`src/scv_pkg.sv`:
```
// Shared types and constants for the series cell voltage monitor.
`default_nettype none
package scv_pkg;

    localparam int READING_W = 10;
    localparam int GAIN_W    = 20;
    localparam int MV_W      = 16;
    localparam int COUNT_W   = 2;
    localparam int CFG_IDX_W = 2;
    localparam int NUM_TAPS  = 3;
    localparam int Q_FRAC    = 16;

    localparam logic [MV_W-1:0]   MV_MAX         = 16'hFFFF;
    localparam logic [GAIN_W-1:0] TAP1_GAIN_RST  = 20'd376530;
    localparam logic [GAIN_W-1:0] TAP2_GAIN_RST  = 20'd350188;
    localparam logic [GAIN_W-1:0] TAP3_GAIN_RST  = 20'd355006;
    localparam logic [MV_W-1:0]   THRESHOLD_RST  = 16'd3000;

    localparam logic [COUNT_W-1:0] COUNT_NONE  = 2'd0;
    localparam logic [COUNT_W-1:0] COUNT_ONE   = 2'd1;
    localparam logic [COUNT_W-1:0] COUNT_TWO   = 2'd2;
    localparam logic [COUNT_W-1:0] COUNT_THREE = 2'd3;

    typedef enum logic [CFG_IDX_W-1:0] {
        REG_TAP1_GAIN = 2'd0,
        REG_TAP2_GAIN = 2'd1,
        REG_TAP3_GAIN = 2'd2,
        REG_THRESHOLD = 2'd3
    } cfg_reg_t;

    // per-lane pipeline control
    typedef struct packed {
        logic acc_en;      // item accepted, add reading
        logic round_end;   // this item closes the round
        logic scale_load;  // snapshot moves into the scaling stage
    } lane_ctrl_t;

endpackage
`default_nettype wire

```
`src/scv_lane.sv`:
```
// One tap lane: accumulator, round snapshot and Q16 gain scaling.
`default_nettype none
module scv_lane #(
    parameter int SUM_W = 14,
    parameter int RB    = 10
) (
    input  wire                          aclk,
    input  wire                          aresetn,
    input  scv_pkg::lane_ctrl_t          ctrl,
    input  wire [scv_pkg::READING_W-1:0] reading,
    input  wire [scv_pkg::GAIN_W-1:0]    gain,
    output logic [SUM_W+scv_pkg::GAIN_W-scv_pkg::Q_FRAC-1:0] scaled
);
    import scv_pkg::*;

    localparam int PROD_W = SUM_W + GAIN_W;
    localparam int V_W    = PROD_W - Q_FRAC;

    logic [SUM_W-1:0]  acc_reg, acc_next;
    logic [SUM_W-1:0]  snap_reg, snap_next;
    logic [SUM_W-1:0]  sum_in;
    logic [PROD_W-1:0] prod;
    logic [V_W-1:0]    scaled_reg, scaled_next;

    // reading trimmed to the converter width
    assign sum_in = acc_reg + SUM_W'(reading[RB-1:0]);

    always_comb begin
        acc_next  = acc_reg;
        snap_next = snap_reg;
        if (ctrl.acc_en) begin
            if (ctrl.round_end) begin
                snap_next = sum_in;
                acc_next  = '0;
            end else begin
                acc_next  = sum_in;
            end
        end
    end

    assign prod        = PROD_W'(snap_reg) * PROD_W'(gain);
    assign scaled_next = ctrl.scale_load ? prod[PROD_W-1:Q_FRAC] : scaled_reg;

    always_ff @(posedge aclk) begin
        if (!aresetn) begin
            acc_reg <= '0;
        end else begin
            acc_reg <= acc_next;
        end
    end

    always_ff @(posedge aclk) begin
        snap_reg   <= snap_next;
        scaled_reg <= scaled_next;
    end

    assign scaled = scaled_reg;

endmodule
`default_nettype wire

```
`src/scv_merge.sv`:
```
// Merge stage: cell differences, presence cascade, saturation, result register.
`default_nettype none
module scv_merge #(
    parameter int V_W = 18
) (
    input  wire                        aclk,
    input  wire                        load,
    input  wire [V_W-1:0]              tap_mv [scv_pkg::NUM_TAPS],
    input  wire [scv_pkg::MV_W-1:0]    threshold,
    output logic [scv_pkg::COUNT_W-1:0] cell_count,
    output logic [scv_pkg::MV_W-1:0]   cell1_mv,
    output logic [scv_pkg::MV_W-1:0]   cell2_mv,
    output logic [scv_pkg::MV_W-1:0]   cell3_mv,
    output logic [scv_pkg::MV_W-1:0]   stack_mv
);
    import scv_pkg::*;

    localparam int DW = ((V_W > MV_W) ? V_W : MV_W) + 2;

    function automatic logic [MV_W-1:0] sat_mv(input logic signed [DW-1:0] val);
        logic signed [DW-1:0] lim;
        lim = $signed({{(DW-MV_W){1'b0}}, MV_MAX});
        if (val > lim) return MV_MAX;
        else           return val[MV_W-1:0];
    endfunction

    logic signed [DW-1:0] v1, v2, v3, c1, c2, c3, thr;
    logic                 p1, p2, p3;

    logic [COUNT_W-1:0] count_reg, count_next;
    logic [MV_W-1:0]    c1_reg, c1_next, c2_reg, c2_next, c3_reg, c3_next;
    logic [MV_W-1:0]    stack_reg, stack_next;

    assign v1  = $signed({{(DW-V_W){1'b0}}, tap_mv[0]});
    assign v2  = $signed({{(DW-V_W){1'b0}}, tap_mv[1]});
    assign v3  = $signed({{(DW-V_W){1'b0}}, tap_mv[2]});
    assign thr = $signed({{(DW-MV_W){1'b0}}, threshold});

    assign c1 = v1;
    assign c2 = v2 - v1;
    assign c3 = v3 - v2;

    // present cells are strictly above the threshold, hence positive
    assign p1 = c1 > thr;
    assign p2 = c2 > thr;
    assign p3 = c3 > thr;

    always_comb begin
        count_next = count_reg;
        c1_next    = c1_reg;
        c2_next    = c2_reg;
        c3_next    = c3_reg;
        stack_next = stack_reg;
        if (load) begin
            stack_next = sat_mv(v3);
            c1_next    = '0;
            c2_next    = '0;
            c3_next    = '0;
            if (!p1) begin
                count_next = COUNT_NONE;
            end else if (!p2) begin
                count_next = COUNT_ONE;
                c1_next    = sat_mv(c1);
            end else begin
                c1_next = sat_mv(c1);
                c2_next = sat_mv(c2);
                if (p3) begin
                    count_next = COUNT_THREE;
                    c3_next    = sat_mv(c3);
                end else begin
                    count_next = COUNT_TWO;
                end
            end
        end
    end

    always_ff @(posedge aclk) begin
        count_reg <= count_next;
        c1_reg    <= c1_next;
        c2_reg    <= c2_next;
        c3_reg    <= c3_next;
        stack_reg <= stack_next;
    end

    assign cell_count = count_reg;
    assign cell1_mv   = c1_reg;
    assign cell2_mv   = c2_reg;
    assign cell3_mv   = c3_reg;
    assign stack_mv   = stack_reg;

endmodule
`default_nettype wire

```
`src/series_cell_voltage_monitor.sv`:
```
// Top level of the three-cell series stack voltage monitor.
//
// Usage:
//   s_ channel: one item carries three tap readings. Each item sums into three
//   per-tap accumulators; after NUM_SAMPLES items (a round) the sums are frozen, scaled to
//   millivolts and turned into cell voltages and a cell count on the m_ channel.
//   cfg channel: writes gains (index 0..2) and presence threshold (index 3); always
//   ready. Write only while no round is partly gathered and no result is in flight.
//   Throughput: one item per cycle while s_tready is high, set by the accumulate in each lane.
//   Pipeline: the snapshot is taken at the edge accepting the last item of a round,
//   then the gain multiply fills the scaling stage and the merge fills the output register.
//   Stall: while m_tready is low the result holds; the snapshot and scaling stages
//   still fill, and items that do not close a round are always taken. s_tready
//   drops only for a round-closing item with no free snapshot slot.
//   Reset: accumulators and round count cleared, pipeline emptied, registers back
//   to their default gains and 3000 mV threshold.
`default_nettype none
module series_cell_voltage_monitor #(
    parameter int NUM_SAMPLES = 10,
    parameter int ADC_BITS    = 10
) (
    input  wire         aclk,
    input  wire         aresetn,
    // tap1_reading [9:0], tap2_reading [19:10], tap3_reading [29:20], zero [31:30]
    input  wire  [31:0] s_tdata,
    input  wire         s_tvalid,
    output logic        s_tready,
    // cell_count [1:0], cell1_mv [17:2], cell2_mv [33:18], cell3_mv [49:34],
    // stack_mv [65:50], zero [71:66]
    output logic [71:0] m_tdata,
    output logic        m_tvalid,
    input  wire         m_tready,
    input  wire         cfg_valid,
    output logic        cfg_ready,
    input  wire  [scv_pkg::CFG_IDX_W-1:0] cfg_index,
    input  wire  [scv_pkg::GAIN_W-1:0]    cfg_data
);
    import scv_pkg::*;

    // effective reading width and accumulator sizing
    localparam int RB    = (ADC_BITS < READING_W) ? ADC_BITS : READING_W;
    localparam int SUM_W = $clog2(NUM_SAMPLES * ((1 << RB) - 1) + 1);
    localparam int V_W   = SUM_W + GAIN_W - Q_FRAC;
    localparam int CW    = (NUM_SAMPLES > 1) ? $clog2(NUM_SAMPLES) : 1;
    localparam logic [CW-1:0] LAST_ROUND = CW'(NUM_SAMPLES - 1);

    // configuration registers
    logic [GAIN_W-1:0] gain_reg [NUM_TAPS];
    logic [GAIN_W-1:0] gain_next [NUM_TAPS];
    logic [MV_W-1:0]   thr_reg, thr_next;

    // round counter and pipeline occupancy
    logic [CW-1:0] round_reg, round_next;
    logic          snap_vld_reg, snap_vld_next;
    logic          scl_vld_reg, scl_vld_next;
    logic          out_vld_reg, out_vld_next;

    logic       out_free, scl_free, snap_free, round_last, in_acc;
    lane_ctrl_t lane_ctrl;

    logic [READING_W-1:0] reading [NUM_TAPS];
    logic [V_W-1:0]       tap_mv  [NUM_TAPS];

    logic [COUNT_W-1:0] cell_count;
    logic [MV_W-1:0]    cell1_mv, cell2_mv, cell3_mv, stack_mv;

    assign cfg_ready = 1'b1;

    always_comb begin
        for (int i = 0; i < NUM_TAPS; i++) gain_next[i] = gain_reg[i];
        thr_next = thr_reg;
        if (cfg_valid) begin
            case (cfg_reg_t'(cfg_index))
                REG_TAP1_GAIN: gain_next[0] = cfg_data;
                REG_TAP2_GAIN: gain_next[1] = cfg_data;
                REG_TAP3_GAIN: gain_next[2] = cfg_data;
                REG_THRESHOLD: thr_next     = cfg_data[MV_W-1:0];
                default:       thr_next     = thr_reg;
            endcase
        end
    end

    // stall chain from the output register back to the snapshot stage
    assign out_free   = !out_vld_reg || m_tready;
    assign scl_free   = !scl_vld_reg || out_free;
    assign snap_free  = !snap_vld_reg || scl_free;
    assign round_last = (round_reg == LAST_ROUND);
    assign s_tready   = !round_last || snap_free;
    assign in_acc     = s_tvalid && s_tready;

    assign lane_ctrl.acc_en     = in_acc;
    assign lane_ctrl.round_end  = round_last;
    assign lane_ctrl.scale_load = snap_vld_reg && scl_free;

    always_comb begin
        round_next = round_reg;
        if (in_acc) round_next = round_last ? '0 : round_reg + 1'b1;
    end

    always_comb begin
        snap_vld_next = snap_vld_reg;
        if (lane_ctrl.scale_load)     snap_vld_next = 1'b0;
        if (in_acc && round_last)     snap_vld_next = 1'b1;
        scl_vld_next = scl_vld_reg;
        if (scl_vld_reg && out_free)  scl_vld_next = 1'b0;
        if (lane_ctrl.scale_load)     scl_vld_next = 1'b1;
        out_vld_next = out_vld_reg;
        if (out_vld_reg && m_tready)  out_vld_next = 1'b0;
        if (scl_vld_reg && out_free)  out_vld_next = 1'b1;
    end

    always_ff @(posedge aclk) begin
        if (!aresetn) begin
            gain_reg[0]  <= TAP1_GAIN_RST;
            gain_reg[1]  <= TAP2_GAIN_RST;
            gain_reg[2]  <= TAP3_GAIN_RST;
            thr_reg      <= THRESHOLD_RST;
            round_reg    <= '0;
            snap_vld_reg <= 1'b0;
            scl_vld_reg  <= 1'b0;
            out_vld_reg  <= 1'b0;
        end else begin
            for (int i = 0; i < NUM_TAPS; i++) gain_reg[i] <= gain_next[i];
            thr_reg      <= thr_next;
            round_reg    <= round_next;
            snap_vld_reg <= snap_vld_next;
            scl_vld_reg  <= scl_vld_next;
            out_vld_reg  <= out_vld_next;
        end
    end

    assign reading[0] = s_tdata[9:0];
    assign reading[1] = s_tdata[19:10];
    assign reading[2] = s_tdata[29:20];

    for (genvar g = 0; g < NUM_TAPS; g++) begin : g_lane
        scv_lane #(
            .SUM_W (SUM_W),
            .RB    (RB)
        ) u_lane (
            .aclk    (aclk),
            .aresetn (aresetn),
            .ctrl    (lane_ctrl),
            .reading (reading[g]),
            .gain    (gain_reg[g]),
            .scaled  (tap_mv[g])
        );
    end

    scv_merge #(
        .V_W (V_W)
    ) u_merge (
        .aclk       (aclk),
        .load       (scl_vld_reg && out_free),
        .tap_mv     (tap_mv),
        .threshold  (thr_reg),
        .cell_count (cell_count),
        .cell1_mv   (cell1_mv),
        .cell2_mv   (cell2_mv),
        .cell3_mv   (cell3_mv),
        .stack_mv   (stack_mv)
    );

    assign m_tvalid = out_vld_reg;
    assign m_tdata  = {6'd0, stack_mv, cell3_mv, cell2_mv, cell1_mv, cell_count};

    // round counter stays inside the round
    a_round_range: assert property (@(posedge aclk) disable iff (!aresetn)
        round_reg <= LAST_ROUND)
        else $error("round counter past last round");

    // a round-closing item always lands in the snapshot stage
    a_snap_fill: assert property (@(posedge aclk) disable iff (!aresetn)
        (in_acc && round_last) |=> snap_vld_reg)
        else $error("closed round lost");

    // a blocked snapshot is kept
    a_snap_hold: assert property (@(posedge aclk) disable iff (!aresetn)
        (snap_vld_reg && !scl_free && !(in_acc && round_last)) |=> snap_vld_reg)
        else $error("snapshot dropped while stalled");

    // a new result only follows a filled scaling stage
    a_out_src: assert property (@(posedge aclk) disable iff (!aresetn)
        $rose(m_tvalid) |-> $past(scl_vld_reg))
        else $error("result without scaled data");

    // no cells counted means all cell voltages read zero
    a_absent_zero: assert property (@(posedge aclk) disable iff (!aresetn)
        (m_tvalid && cell_count == COUNT_NONE) |->
        (cell1_mv == '0 && cell2_mv == '0 && cell3_mv == '0))
        else $error("absent cell with nonzero voltage");

endmodule
`default_nettype wire
```
`config.mk`:
```
export PLATFORM = sky130hd
export DESIGN_NAME = series_cell_voltage_monitor
export DESIGN_NICKNAME = d
export VERILOG_FILES = /design/src/scv_pkg.sv /design/src/scv_lane.sv /design/src/scv_merge.sv /design/src/series_cell_voltage_monitor.sv
export SDC_FILE = /design/constraint.sdc
export NUM_CORES = 2
export LEC_CHECK = 0
export ABC_CLOCK_PERIOD_IN_PS = 8150
export CAP_MARGIN = 20
export CORE_MARGIN = 10
export CORE_UTILIZATION = 35
export DETAILED_ROUTE_END_ITERATION = 8
export DONT_BUFFER_PORTS = 1
export GPL_ROUTABILITY_DRIVEN = 0
export PLACE_DENSITY_LB_ADDON = 0.05
export SLEW_MARGIN = 20
export SYNTH_ARGS = -nofsm -noshare
export SYNTH_HDL_FRONTEND = slang
export SYNTH_SLANG_ARGS = --single-unit
```
`constraint.sdc`:
```
create_clock -name aclk -period 8.15 [get_ports aclk]
set_clock_uncertainty 0.15 [all_clocks]
set_input_delay 1.63 -clock aclk [delete_from_list [all_inputs] [get_ports aclk]]
set_output_delay 1.63 -clock aclk [all_outputs]
set_load 0.01 [all_outputs]
```
==> Flow_metrics.wiki <==
{| class="wikitable"
! Metric !! Value
|-
| Total power density per cell area || 220 nW/µm²
|-
| Internal power contribution || 0.00533 W
|-
| Placed wire-length estimate || 95,700 µm
|-
| # nets final || 5,280
|-
| Total die area || 128,000 µm²
|-
| Wire per inst || 21.2 µm
|-
| Largest net degree at the start of global routing || 148
|-
| Switching power as a share of total power || 43.8%
|-
| Minimum clock period after layout || 7.50 ns
|-
| Compound-gate portion of the synthesized area || 8.31%
|-
| Fraction of synthesized area in multiplexers || 0%
|-
| Worst supply voltage drop on vdd || 0.000184 V
|-
| Cells resized by post-CTS repair || 0
|-
| Worst Reg2Reg Path Length in Cells || 21
|-
| Number of clock sinks || 287
|-
| First-pass GRT wire length || 187,000 µm
|-
| Max Freq || 133 MHz
|-
| Result of the run || finished, final reports clean
|-
| R2r setup slk || 0.65 ns
|-
| Starting utilization of the core area || 35.4%
|-
| Root cell of the clock tree || sky130_fd_sc_hd__clkbuf_16
|-
| Number of hold violations in the final report || 0
|-
| Cell row count || 123
|-
| End-of-flow core utilization || 38.2%
|-
| Required time reported for the critical path endpoint || 8.34 ns
|-
| Residual DRC || 0
|-
| Synthesis-stage register bit count || 287
|-
| Source of the worst register-to-register timing path || g_lane[1].u_lane.snap_reg[3]
|-
| Endpoint class of the critical path || flop
|-
| Number of buffers created by CTS || 39
|-
| Xor/xnor share of the synthesized area || 2.26%
|-
| Area inside the core boundary || 113,000 µm²
|-
| Filler instances || 11,517
|-
| Worst setup path endpoint || g_lane[1].u_lane.scaled[15]
|-
| Fraction of the cycle the final worst path needs || 92.1%
|-
| Most frequently used flop master after synthesis || sky130_fd_sc_hd__edfxtp_1
|-
| Number of flip-flops under the largest register name || 60
|-
| Critical Setup Path Class || reg2reg
|-
| Total number of H-tree levels || 2
|-
| Setup repair after global routing missed its margin || no
|-
| Share of total power in the clock network || 19.2%
|-
| Post-Synth Adder-Cell Area || 44.8%
|-
| Number of unique standard cell types used by synthesis || 78
|-
| Share of flip-flops with an asynchronous set or reset after synthesis || 0%
|-
| Clock buffer depth || 3
|-
| Cell area after technology mapping || 39,900 µm²
|-
| Final slew viol count || 0
|-
| Switching pwr || 0.00415 W
|-
| Number of antenna-violating nets in the routed design || 0
|-
| Count of buffers added by post-CTS timing repair for setup || 0
|-
| Boundary Pins || 134
|-
| Reg-to-reg critical path endpoint || g_lane[1].u_lane.scaled[15]
|-
| Element type at the critical path start || flop
|-
| TritonCTS clock tree || done
|-
| First-pass iteration count of the detailed router || 5
|-
| Number of maximum-capacitance constraint violations || 0
|-
| Share of cells above drive strength 1 || 4.54%
|-
| Die Width || 358 µm
|-
| Transition time of the tightest slew-check pin || 1.08 ns
|-
| Clock-pin transition on the worst setup and hold timing paths || 0.06 ns
|-
| Latest clock arrival within the worst-skew pair || 0.60 ns
|-
| Die Ht || 358 µm
|-
| Number of vias after detailed routing || 27,914
|-
| Routed Wire Length || 121,000 µm
|-
| Combined global-route utilization of all metal layers || 19.2%
|-
| Routed vias/inst || 4.89
|-
| Count of hold buffers inserted by post-cts repair || 0
|-
| Average footprint of a synthesized cell || 9.40 µm²
|-
| CP Data Arrival Time || 7.70 ns
|-
| Global route total overflow || 0
|-
| Number of violations reported at the end of detailed-routing iteration 0 || 1,476
|-
| Worst Hold Class || reg2reg
|-
| Combinational family with the most area after synthesis || adder cells
|-
| Final count of negative-setup-slack endpoints || 0
|-
| Crit. Startpoint || g_lane[1].u_lane.snap_reg[3]
|-
| Yosys warnings || 0
|-
| Fraction of the mapped netlist area in simple logic gates || 17.4%
|-
| Proportion of synthesized chip area in sequential cells || 18.5%
|-
| Synthesized instance count || 4,243
|-
| Post-synth EDFFs || 162
|-
| Combinational share of power || 60.8%
|-
| Area growth from synthesis to final layout || 7.97%
|-
| Max FO, Critical Path || 20
|-
| Final-layout setup total negative slack || 0 ns
|-
| Count of buffers inserted at the top-level ports || 0
|-
| Slew HR || 27.8%
|-
| Number of antenna violations at the first check in global routing || 11
|-
| Cell leakage power || 20.6 nW
|-
| Via count of the first global-routing pass || 30,028
|-
| Fraction of power consumed by sequential logic || 20.0%
|}
[worst max-delay path, cell delays in order, from the launching register on]
cell and delay [ns]:
sky130_fd_sc_hd__edfxtp_1 0.78, sky130_fd_sc_hd__and2_1 0.37, sky130_fd_sc_hd__fa_1 0.50, sky130_fd_sc_hd__inv_1 0.05
sky130_fd_sc_hd__fa_1 0.49, sky130_fd_sc_hd__inv_1 0.06, sky130_fd_sc_hd__fa_1 0.48, sky130_fd_sc_hd__fa_1 0.53
sky130_fd_sc_hd__fa_1 0.51, sky130_fd_sc_hd__inv_1 0.05, sky130_fd_sc_hd__fa_1 0.48, sky130_fd_sc_hd__inv_1 0.04
sky130_fd_sc_hd__ha_1 0.30, sky130_fd_sc_hd__nand4_1 0.12, sky130_fd_sc_hd__or4_1 0.65, sky130_fd_sc_hd__o211a_1 0.27
sky130_fd_sc_hd__a221oi_2 0.46, sky130_fd_sc_hd__a21o_1 0.26, sky130_fd_sc_hd__a41o_1 0.26, sky130_fd_sc_hd__or4_1 0.18
sky130_fd_sc_hd__nand2_1 0.11, sky130_fd_sc_hd__xnor2_1 0.14
[worst min-delay path by stage]
stage | from | endpoint | slack [ns] | cells past startpoint
after global placement | thr_reg[6] | thr_reg[6] | 0.30 | 2
after floorplan | thr_reg[10] | thr_reg[10] | 0.29 | 2
after global routing | g_lane[0].u_lane.acc_reg[2] | g_lane[0].u_lane.acc_reg[2] | 0.34 | 2
after detailed placement | thr_reg[1] | thr_reg[1] | 0.31 | 2
final | g_lane[0].u_lane.acc_reg[2] | g_lane[0].u_lane.acc_reg[2] | 0.31 | 2
after CTS | thr_reg[1] | thr_reg[1] | 0.32 | 2
[per-layer routing]
metal | GRT usage, % | wire length, µm
met4 | 5.29 | 3330
met5 | 0 | 87
met1 | 26.3 | 56200
met3 | 4.45 | 7330
met2 | 30.3 | 54000
[synthesized netlist by cell type, types with 22 or more instances]
cell type / instances / area, µm²
sky130_fd_sc_hd__inv_1: 719 / 2700
sky130_fd_sc_hd__nand2_1: 673 / 2530
sky130_fd_sc_hd__fa_1: 641 / 12800
sky130_fd_sc_hd__ha_1: 402 / 5030
sky130_fd_sc_hd__and2_1: 389 / 2430
sky130_fd_sc_hd__clkbuf_1: 186 / 698
sky130_fd_sc_hd__edfxtp_1: 162 / 4860
sky130_fd_sc_hd__dfxtp_1: 125 / 2500
sky130_fd_sc_hd__a21oi_1: 92 / 460
sky130_fd_sc_hd__nand3_1: 78 / 390
sky130_fd_sc_hd__nor2_1: 76 / 285
sky130_fd_sc_hd__xnor2_1: 74 / 648
sky130_fd_sc_hd__a21boi_0: 68 / 510
sky130_fd_sc_hd__o21ai_0: 60 / 300
sky130_fd_sc_hd__nor2b_1: 49 / 307
sky130_fd_sc_hd__a21o_1: 43 / 323
sky130_fd_sc_hd__o21a_1: 35 / 263
sky130_fd_sc_hd__nor3_1: 32 / 160
sky130_fd_sc_hd__xor2_1: 29 / 254
sky130_fd_sc_hd__or3_1: 24 / 150
sky130_fd_sc_hd__o211ai_1: 23 / 173
sky130_fd_sc_hd__nand4_1: 22 / 138
[power by group through the flow]
stage	combinational [W]	sequential, W	clock (W)
finish	0.00577	0.00190	0.00182
global placement	0.00584	0.00193	0
CTS	0.00588	0.00190	0.00188
floorplan	0.00418	0.00188	0
detailed placement	0.00582	0.00193	0
global route	0.00665	0.00190	0.00193
[logic make-up (layout without fill, tap and decap cells)]
family | after synthesis | after routing
XOR/XNOR | 103 | 103
AND/OR/NAND/NOR | 1419 | 1419
flip-flops | 287 | 287
AO/OA/AOI/OAI | 465 | 465
other | 2 | 9
adder cells (fa/ha/maj) | 1043 | 1043
buffers and inverters | 924 | 884
[cell type report]
| type | count | area [µm²] | share of cell area (%) |
|---|---|---|---|
| Inverter | 719 | 2700 | 6.26 |
| Tap cell | 1500 | 1880 | 4.36 |
| Clock inverter | 24 | 288 | 0.668 |
| Sequential cell | 287 | 7370 | 17.1 |
| Antenna cell | 2 | 5.00 | 0.0116 |
| Clock buffer | 47 | 1060 | 2.46 |
| Multi-Input combinational cell | 3037 | 29100 | 67.5 |
| Timing Repair Buffer | 94 | 709 | 1.65 |
[per-stage QoR]
step	setup WS [ns]	hold WS (ns)	cell area, µm²	power, W	instances
2_1_floorplan	1.75	0.293	39900	0.00606	4248
3_3_place_gp	0.644	0.303	41700	0.00777	5636
3_5_place_dp	0.643	0.308	41700	0.00774	5636
4_1_cts	0.627	0.316	43100	0.00965	5707
5_1_grt	0.331	0.335	43100	0.0105	5708
6_report	0.646	0.313	43100	0.00948	5710
[layout by cell type (no fill, tap or decap), types with 24 or more instances in the layout]
cell / instances
sky130_fd_sc_hd__inv_1: 719
sky130_fd_sc_hd__nand2_1: 672
sky130_fd_sc_hd__fa_1: 641
sky130_fd_sc_hd__ha_1: 402
sky130_fd_sc_hd__and2_1: 389
sky130_fd_sc_hd__edfxtp_1: 162
sky130_fd_sc_hd__dfxtp_1: 125
sky130_fd_sc_hd__buf_4: 93
sky130_fd_sc_hd__a21oi_1: 92
sky130_fd_sc_hd__nand3_1: 78
sky130_fd_sc_hd__nor2_1: 74
sky130_fd_sc_hd__xnor2_1: 74
sky130_fd_sc_hd__a21boi_0: 68
sky130_fd_sc_hd__o21ai_0: 60
sky130_fd_sc_hd__nor2b_1: 47
sky130_fd_sc_hd__a21o_1: 43
sky130_fd_sc_hd__clkbuf_16: 41
sky130_fd_sc_hd__o21a_1: 35
sky130_fd_sc_hd__nor3_1: 32
sky130_fd_sc_hd__xor2_1: 29
sky130_fd_sc_hd__or3_1: 24
(Power assumes the default switching activity.)
